[src/rtl/bcdrtc_pkg.sv]
// Types, constants and BCD helpers for the BCD real-time clock.
package bcdrtc_pkg;

  localparam int IN_TDATA_W  = 16;
  localparam int OUT_TDATA_W = 48;

  localparam logic [5:0] SEC_MAX   = 6'd59;
  localparam logic [5:0] MIN_MAX   = 6'd59;
  localparam logic [4:0] HOUR_MAX  = 5'd23;
  localparam logic [4:0] HALF_DAY  = 5'd12;
  localparam logic [2:0] WDAY_MAX  = 3'd6;
  localparam logic [7:0] LOW_NIBBLE = 8'h0F;

  // control register bits
  localparam int CTL_RUN  = 7;
  localparam int CTL_HR24 = 6;
  localparam int CTL_PM   = 5;

  typedef enum logic {
    ACT_TICK  = 1'b0,
    ACT_WRITE = 1'b1
  } act_t;

  typedef enum logic [2:0] {
    REG_CONTROL = 3'd0,
    REG_SECONDS = 3'd1,
    REG_MINUTES = 3'd2,
    REG_HOURS   = 3'd3,
    REG_WEEKDAY = 3'd4
  } reg_sel_t;

  typedef struct packed {
    logic [5:0] sec_count;
    logic [5:0] min_count;
    logic [4:0] hour_count;
    logic [2:0] day_of_week;
    logic [1:0] quarter_phase;
    logic       started;
    logic [7:0] control_reg;
    logic [7:0] sec_reg;
    logic [7:0] min_reg;
    logic [7:0] hour_reg;
    logic [7:0] wday_reg;
  } rtc_state_t;

  typedef struct packed {
    logic week;
    logic day;
    logic hour;
    logic minute;
    logic second;
    logic half;
    logic quarter;
  } rtc_flags_t;

  // binary 0..63 to packed BCD
  function automatic logic [7:0] to_bcd(input logic [5:0] v);
    logic [2:0] tens;
    logic [5:0] ones;
    tens = (v >= 6'd60) ? 3'd6 :
           (v >= 6'd50) ? 3'd5 :
           (v >= 6'd40) ? 3'd4 :
           (v >= 6'd30) ? 3'd3 :
           (v >= 6'd20) ? 3'd2 :
           (v >= 6'd10) ? 3'd1 : 3'd0;
    ones = v - 6'(tens) * 6'd10;
    return {1'b0, tens, ones[3:0]};
  endfunction

  // high nibble * 10 + low nibble, no digit check
  function automatic logic [7:0] from_bcd(input logic [7:0] v);
    return 8'({4'b0, v[7:4]} * 8'd10) + (v & LOW_NIBBLE);
  endfunction

  // v mod 12 by reciprocal multiply, exact for any 8-bit v
  function automatic logic [3:0] mod12(input logic [7:0] v);
    logic [15:0] prod;
    logic [4:0]  q;
    logic [8:0]  qx12;
    logic [7:0]  rem;
    prod = 16'(v) * 16'd171;
    q    = prod[15:11];
    qx12 = 9'(q) * 9'd12;
    rem  = v - qx12[7:0];
    return rem[3:0];
  endfunction

endpackage

[src/rtl/bcdrtc_update.sv]
// Next-state and flag logic for one word: tick advance or register write.
module bcdrtc_update (
  input  bcdrtc_pkg::rtc_state_t state_i,
  input  logic                   action_i,
  input  logic [2:0]             reg_select_i,
  input  logic [7:0]             write_data_i,
  output bcdrtc_pkg::rtc_state_t state_o,
  output bcdrtc_pkg::rtc_flags_t flags_o
);
  import bcdrtc_pkg::*;

  logic       wr_hit;
  logic [7:0] sec_dec, min_dec, hour_dec;
  logic [4:0] hour_12, hour_load;
  logic [7:0] hour_sum;
  logic [1:0] phase_n;
  logic       sec_wrap, min_wrap, hour_wrap;
  logic [4:0] hour_mod;

  // decode path for register writes
  always_comb begin
    state_o = state_i;
    wr_hit  = 1'b1;
    case (reg_sel_t'(reg_select_i))
      REG_CONTROL: state_o.control_reg = write_data_i;
      REG_SECONDS: state_o.sec_reg     = write_data_i;
      REG_MINUTES: state_o.min_reg     = write_data_i;
      REG_HOURS:   state_o.hour_reg    = write_data_i;
      REG_WEEKDAY: state_o.wday_reg    = write_data_i;
      default:     wr_hit              = 1'b0;
    endcase
    sec_dec  = from_bcd(state_o.sec_reg);
    min_dec  = from_bcd(state_o.min_reg);
    hour_dec = from_bcd(state_o.hour_reg);
    hour_12  = {1'b0, mod12(hour_dec)};
    if (state_o.control_reg[CTL_HR24]) begin
      hour_sum = hour_dec;
    end else if (state_o.control_reg[CTL_PM]) begin
      hour_sum = 8'(hour_12) + 8'(HALF_DAY);
    end else begin
      hour_sum = 8'(hour_12);
    end
    hour_load = (hour_sum > 8'(HOUR_MAX)) ? HOUR_MAX : hour_sum[4:0];

    // tick path
    phase_n   = state_i.quarter_phase + 2'd1;
    sec_wrap  = (phase_n == 2'd0) && (state_i.sec_count >= SEC_MAX);
    min_wrap  = sec_wrap && (state_i.min_count >= MIN_MAX);
    hour_wrap = min_wrap && (state_i.hour_count >= HOUR_MAX);
    hour_mod  = 5'd0;
    flags_o   = '0;

    if (action_i == ACT_WRITE) begin
      if (!wr_hit) begin
        state_o = state_i;
      end else begin
        state_o.sec_count  = (sec_dec > 8'(SEC_MAX)) ? SEC_MAX : sec_dec[5:0];
        state_o.min_count  = (min_dec > 8'(MIN_MAX)) ? MIN_MAX : min_dec[5:0];
        state_o.hour_count = hour_load;
      end
    end else begin
      state_o = state_i;
      if (state_i.control_reg[CTL_RUN]) begin
        state_o.quarter_phase = phase_n;
        if (phase_n == 2'd0) begin
          state_o.sec_count = sec_wrap ? 6'd0 : state_i.sec_count + 6'd1;
          if (sec_wrap) begin
            state_o.min_count = min_wrap ? 6'd0 : state_i.min_count + 6'd1;
          end
          if (min_wrap) begin
            state_o.hour_count = hour_wrap ? 5'd0 : state_i.hour_count + 5'd1;
          end
          if (hour_wrap) begin
            state_o.day_of_week = (state_i.day_of_week >= WDAY_MAX) ? 3'd0 :
                                  state_i.day_of_week + 3'd1;
          end
        end
        // readout refresh
        state_o.sec_reg = to_bcd(state_o.sec_count);
        state_o.min_reg = to_bcd(state_o.min_count);
        if (state_i.control_reg[CTL_HR24]) begin
          state_o.hour_reg = to_bcd({1'b0, state_o.hour_count});
        end else begin
          state_o.control_reg[CTL_PM] = (state_o.hour_count >= HALF_DAY);
          hour_mod = (state_o.hour_count >= HALF_DAY) ?
                     state_o.hour_count - HALF_DAY : state_o.hour_count;
          state_o.hour_reg = to_bcd({1'b0, hour_mod});
        end
        state_o.wday_reg = to_bcd({3'b0, state_o.day_of_week});

        flags_o.quarter = 1'b1;
        flags_o.half    = !phase_n[0];
        flags_o.second  = (phase_n == 2'd0);
        flags_o.minute  = sec_wrap;
        flags_o.hour    = min_wrap;
        flags_o.day     = hour_wrap;
        flags_o.week    = hour_wrap;
        if (!state_i.started) begin
          flags_o         = '1;
          state_o.started = 1'b1;
        end
      end
    end
  end

endmodule

[src/rtl/bcd_real_time_clock_registers.sv]
// Top level of the BCD real-time clock: input register, clock state, result register.
//
// Input channel (in_*): one word per event. in_tuser is the action, 0 for a
// quarter-second tick, 1 for a register write; in_tdata carries the register
// select and the write byte. Result channel (out_*): one word per input word
// with the five readout registers as they stand after the event and the seven
// interrupt flags that event raised (all zero for writes and stopped ticks).
// A word accepted on in_* sits in the input register, moves through the update
// logic and is loaded into the result register and shown on out_* once that
// register is free or its word is being taken.
// One word per cycle is sustained while out_tready stays high; the only loop is
// the registered state update between the input and result registers.
// Reset (rst_n low, synchronous) clears the time counters, the quarter phase,
// the started bit and all readout/control registers, and drops both valids.
// When out_tready is low the result holds; the input register still takes one
// more word, after which in_tready falls until the result is taken.
module bcd_real_time_clock_registers (
  input  logic                               clk,
  input  logic                               rst_n,
  input  logic                               in_tvalid,
  output logic                               in_tready,
  // [2:0] reg_select, [10:3] write_data, [15:11] zero
  input  logic [bcdrtc_pkg::IN_TDATA_W-1:0]  in_tdata,
  // [0] action
  input  logic                               in_tuser,
  output logic                               out_tvalid,
  input  logic                               out_tready,
  // [7:0] seconds_bcd, [15:8] minutes_bcd, [23:16] hours_bcd,
  // [31:24] weekday_bcd, [39:32] control_byte, [40] flag_quarter,
  // [41] flag_half, [42] flag_second, [43] flag_minute, [44] flag_hour,
  // [45] flag_day, [46] flag_week, [47] zero
  output logic [bcdrtc_pkg::OUT_TDATA_W-1:0] out_tdata
);
  import bcdrtc_pkg::*;

  logic        in_valid_r, in_valid_nxt;
  logic        in_action_r;
  logic [2:0]  in_sel_r;
  logic [7:0]  in_data_r;
  logic        out_valid_r, out_valid_nxt;
  logic [OUT_TDATA_W-1:0] out_data_r, out_data_nxt;
  rtc_state_t  state_r, state_nxt;
  rtc_flags_t  flags;
  logic        advance;
  logic        in_fire;

  // word moves from input register to result register
  assign advance   = in_valid_r && (!out_valid_r || out_tready);
  assign in_tready = !in_valid_r || advance;
  assign in_fire   = in_tvalid && in_tready;

  bcdrtc_update u_update (
    .state_i      (state_r),
    .action_i     (in_action_r),
    .reg_select_i (in_sel_r),
    .write_data_i (in_data_r),
    .state_o      (state_nxt),
    .flags_o      (flags)
  );

  always_comb begin
    in_valid_nxt  = in_fire ? 1'b1 : (advance ? 1'b0 : in_valid_r);
    out_valid_nxt = advance ? 1'b1 : (out_tready ? 1'b0 : out_valid_r);
    out_data_nxt  = {1'b0, flags.week, flags.day, flags.hour, flags.minute,
                     flags.second, flags.half, flags.quarter,
                     state_nxt.control_reg, state_nxt.wday_reg,
                     state_nxt.hour_reg, state_nxt.min_reg, state_nxt.sec_reg};
  end

  // control and clock state
  always_ff @(posedge clk) begin
    if (!rst_n) begin
      in_valid_r  <= 1'b0;
      out_valid_r <= 1'b0;
      state_r     <= '0;
    end else begin
      in_valid_r  <= in_valid_nxt;
      out_valid_r <= out_valid_nxt;
      if (advance) begin
        state_r <= state_nxt;
      end
    end
  end

  // payload registers
  always_ff @(posedge clk) begin
    if (in_fire) begin
      in_action_r <= in_tuser;
      in_sel_r    <= in_tdata[2:0];
      in_data_r   <= in_tdata[10:3];
    end
    if (advance) begin
      out_data_r <= out_data_nxt;
    end
  end

  assign out_tvalid = out_valid_r;
  assign out_tdata  = out_data_r;

endmodule

[config.mk]
export PLATFORM = sky130hd
export DESIGN_NAME = bcd_real_time_clock_registers
export DESIGN_NICKNAME = d
export VERILOG_FILES = /design/src/rtl/bcdrtc_pkg.sv /design/src/rtl/bcdrtc_update.sv /design/src/rtl/bcd_real_time_clock_registers.sv
export SDC_FILE = /design/constraint.sdc
export NUM_CORES = 1
export LEC_CHECK = 0
export BUFFER_PORTS_ARGS = -buffer_cell sky130_fd_sc_hd__buf_2
export CAP_MARGIN = 20
export CORE_MARGIN = 5
export CORE_UTILIZATION = 40
export CTS_CLUSTER_SIZE = 40
export DETAILED_ROUTE_END_ITERATION = 6
export GPL_TIMING_DRIVEN = 0
export PLACE_DENSITY_LB_ADDON = 0.05
export SLEW_MARGIN = 20
export SYNTH_ARGS = -nofsm -noshare
export SYNTH_HDL_FRONTEND = slang
export SYNTH_SLANG_ARGS = --single-unit
[constraint.sdc]
create_clock -name clk -period 12.4 [get_ports clk]
set_input_delay 2.48 -clock clk [delete_from_list [all_inputs] [get_ports clk]]
set_output_delay 2.48 -clock clk [all_outputs]
set_load 0.03 [all_outputs]
==> summary.log <==
INFO  run_status     outcome=complete, no violations
INFO  setup_path     setup.worst_path.class=register to register
INFO  hold_path      hold-path-cell-count=2
INFO  synthesis      ys_dominant_reg_cell=sky130_fd_sc_hd__dfxtp_1
INFO  setup_path     critPathSlowestCell=sky130_fd_sc_hd__o41ai_1
INFO  setup_path     crit_path_max_cell_delay=900ps
INFO  floorplan      total_die_area=0.02520sqmm
INFO  sta            unrepaired_setup_endpoints_after_global_routing=false
INFO  synthesis      synth.yosys.seq_area_share=34.39%
INFO  setup_path     timing.critical_path.from=in_sel_r[2]$_DFFE_PP_
INFO  sta            max-slew-margin-rel=37.18%
INFO  sta            totalNegativeSetupSlack=0ps
INFO  clock_network  cts-buffers-inserted=17
INFO  sta            transition_at_the_pin_with_the_smallest_max_transition_slack=930.1ps
INFO  detailed_routing routed_wl=27100microns
INFO  power_and_ir_drop power.density=117.9mW/mm^2
INFO  run            max_cap_violations=0
INFO  setup_path     critical_path.max_fanout=9
INFO  floorplan      die_x=158.7microns
INFO  floorplan      start_util=40.55%
INFO  power_and_ir_drop static_leak=0.004290uW
INFO  detailed_routing drc=0
INFO  final_layout   antenna_cells=0
INFO  sta            final_period_minus_worst_setup_slack=8315ps
INFO  final_layout   num-nets-final=1144
INFO  floorplan      placementRows=54
INFO  synthesis      avgSynthCellArea=9.285squm
INFO  setup_path     rr_startpoint=in_sel_r[2]$_DFFE_PP_
INFO  grt            initial_antenna_violation_count=0
INFO  detailed_routing antenna_left=0
INFO  detailed_routing route.detailed.wl_per_inst=20.38microns
INFO  clock_network  cts_max_level=4
INFO  detailed_routing detailedRoute.firstIterationViolations=507
INFO  synthesis      synth_enable_flop_cells=58
INFO  grt            grt_first_pass_wirelength=42340microns
INFO  detailed_routing drt-pass1-iter-count=5
INFO  floorplan      fp.coreArea=0.02182sqmm
INFO  final_layout   drive_gt1_share=16.00%
INFO  setup_path     worst_ep_arrival_time=8680ps
INFO  clock_network  hold_buffer_count_at_cts=0
INFO  synthesis      synthesis.instances=953
INFO  final_layout   layout_commonest_cell=sky130_fd_sc_hd__nand2_1
INFO  setup_path     setup.worst_path.start_class=register
INFO  setup_path     cp.required=12770ps
INFO  synthesis      mappedNetlistNets=1060
INFO  synthesis      share_of_synthesized_flip_flops_with_an_asynchronous_set_or_reset=0%
INFO  floorplan      chip_height=158.7microns
INFO  grt            vias_in_the_first_global_route=7347
INFO  final_layout   area.growth.synth_to_final=14.34%
INFO  detailed_routing routed_via_density=5.656
INFO  setup_path     critical_path_s_most_frequent_cell=sky130_fd_sc_hd__ha_1
INFO  grt            overflow=0
INFO  clock_network  clkSinkCount=123
INFO  final_layout   final_design_area_no_fill=0.01012sqmm
INFO  clock_network  post_cts.repair.setup_buffers=0
INFO  hold_path      worst_hold_startpoint=state_r[6]$_SDFFE_PN0P_
INFO  sta            finalMaxSlewViolations=0
INFO  power_and_ir_drop ir_worst_vdd=0.08024mV
INFO  sta            final.setup_skew=11.70ps
INFO  sta            timing.final.hold_violations=0
INFO  clock_network  clockBufferDepth=2
INFO  grt            grt_max_degree=52
INFO  synthesis      yosys_warning_total=0
INFO  place          place.detailed.hpwl=20140microns
INFO  clock_network  clock_insertion_delay_worst_skew=430ps
INFO  power_and_ir_drop finalPower=1193uW
INFO  detailed_routing num_vias=7523
INFO  clock_network  cts_tree=yes
INFO  sta            post_route_fraction_of_the_period_consumed_by_the_critical_path=67.06%
INFO  setup_path     critical_path.n_buffers_inverters=5
INFO  synthesis      yosysUniqueCellTypes=90
INFO  sta            timing.final.setup_violations=0
INFO  setup_path     worst_path_dominant_cell_family=adder cells
INFO  sta            max_freq=0.1203GHz
INFO  place          place_area=0.009550sqmm
INFO  final_layout   num-fill-cells=2150
INFO  final_layout   mostFrequentLayoutCells=sky130_fd_sc_hd__nand2_1, sky130_fd_sc_hd__buf_2, sky130_fd_sc_hd__nor2_1, sky130_fd_sc_hd__inv_1
INFO  grt            grt_usage=21.26%
INFO  floorplan      num_io_pins=71
INFO  place          portBuffers=64
INFO  hold_path      holdCritPathClass=register to register
INFO  setup_path     worst-path-stages=32
INFO  place          gp_congestion=0.8587
INFO  synthesis      synthesis.area=0.008848sqmm
INFO  synthesis      synth_seq_cells=123
INFO  clock_network  post_cts_resize_count=0
INFO  clock_network  clk_root_buffer_cell=sky130_fd_sc_hd__clkbuf_16
INFO  setup_path     worstRegToRegCells=32
INFO  setup_path     worst_setup_path_end_kind=register
INFO  clock_network  path_clk_slew=70ps
## sequential cells by signal, indices dropped and copies added (netlist names)
| register | count |
|---|---|
| in_data_r | 8 |
| in_sel_r | 3 |
| out_tvalid | 1 |
| in_valid_r | 1 |
| in_action_r | 1 |
| out_tdata | 46 |
| state_r | 63 |
## cell families (layout without fill, tap and decap cells)
| logic type | count (synthesis) | after routing | share of synthesized area, % |
|---|---|---|---|
| AOI/OAI and AO/OA | 247 | 247 | 20.48 |
| xor gates and xnor gates | 40 | 40 | 3.959 |
| adders and majority gates | 92 | 92 | 14.62 |
| buffers and inverters | 122 | 219 | 5.840 |
| DFF | 123 | 123 | 34.39 |
| muxes | 43 | 43 | 5.232 |
| other | 1 | 1 | 0.04238 |
| and+or+nand+nor | 285 | 285 | 15.44 |
## per-layer routing
| metal | vias to the layer above | wire [microns] | track usage (%) |
|---|---|---|---|
| li1 | 3635 | - | - |
| met1 | 3631 | 12460 | 29.01 |
| met2 | 224 | 12630 | 34.21 |
| met3 | 33 | 1404 | 3.992 |
| met4 | 0 | 608 | 6.648 |
| met5 | - | 0 | 0 |
## through the flow
stage	worst slack, ps	utilization [%]	std cells	hold WS (ps)
global placement	4085	43.62	1297	440.8
finish	4085	46.36	1330	453.4
global route	3440	46.36	1330	476.3
CTS	3984	46.36	1330	456.7
floorplan	5140	-	953	433.8
detailed placement	4053	43.76	1298	446.8
## report_power, final
part           leakage [uW]  switching [uW]  total, uW  internal (uW)
Clock              0.000275             221        488            266
Sequential          0.00109            12.4        454            441
Combinational       0.00292             157        252           94.5
Total               0.00429             391       1190            802
## cell type report
class,instances,area [sq um],area share (%)
buffer,51,251.5,2.486
clock buffer,17,425.4,4.205
clock inverter,15,141.4,1.397
inverter,71,269.0,2.659
multi-input combinational,708,5289,52.28
sequential,123,3043,30.08
tap,280,350.3,3.463
timing repair buffer,65,347.8,3.438
## synthesized netlist by cell type (17+ instances only)
master | number | area, sq um
sky130_fd_sc_hd__nand2_1 | 105 | 394.1
sky130_fd_sc_hd__inv_1 | 68 | 255.2
sky130_fd_sc_hd__nor2_1 | 68 | 255.2
sky130_fd_sc_hd__dfxtp_1 | 65 | 1301
sky130_fd_sc_hd__ha_1 | 65 | 813.3
sky130_fd_sc_hd__edfxtp_1 | 58 | 1742
sky130_fd_sc_hd__a21oi_1 | 54 | 270.3
sky130_fd_sc_hd__o21ai_0 | 44 | 220.2
sky130_fd_sc_hd__clkbuf_1 | 31 | 116.4
sky130_fd_sc_hd__xnor2_1 | 28 | 245.2
sky130_fd_sc_hd__mux2_2 | 26 | 292.8
sky130_fd_sc_hd__nand3_1 | 26 | 130.1
sky130_fd_sc_hd__fa_1 | 21 | 420.4
sky130_fd_sc_hd__a21o_1 | 17 | 127.6
sky130_fd_sc_hd__mux2i_1 | 17 | 170.2
## worst paths after layout
| kind | endpoint | slack, ps |
|---|---|---|
| max | state_r[48]$_SDFFE_PN0P_ | 4080 |
| max reg2reg | state_r[48]$_SDFFE_PN0P_ | 4080 |
| min reg2reg | state_r[6]$_SDFFE_PN0P_ | 450 |
| min | state_r[6]$_SDFFE_PN0P_ | 450 |
## worst reg2reg max path, delay by kind of cell (launching register included)
family	cells	cell delay (ps)
fa+ha+maj	9	3040
xor+xnor	6	1080
compound gates	7	1880
mux	1	410
buf+inv	5	590
simple gates	4	820
flops	1	430
Note: power is estimated with default switching activity, not from simulation.
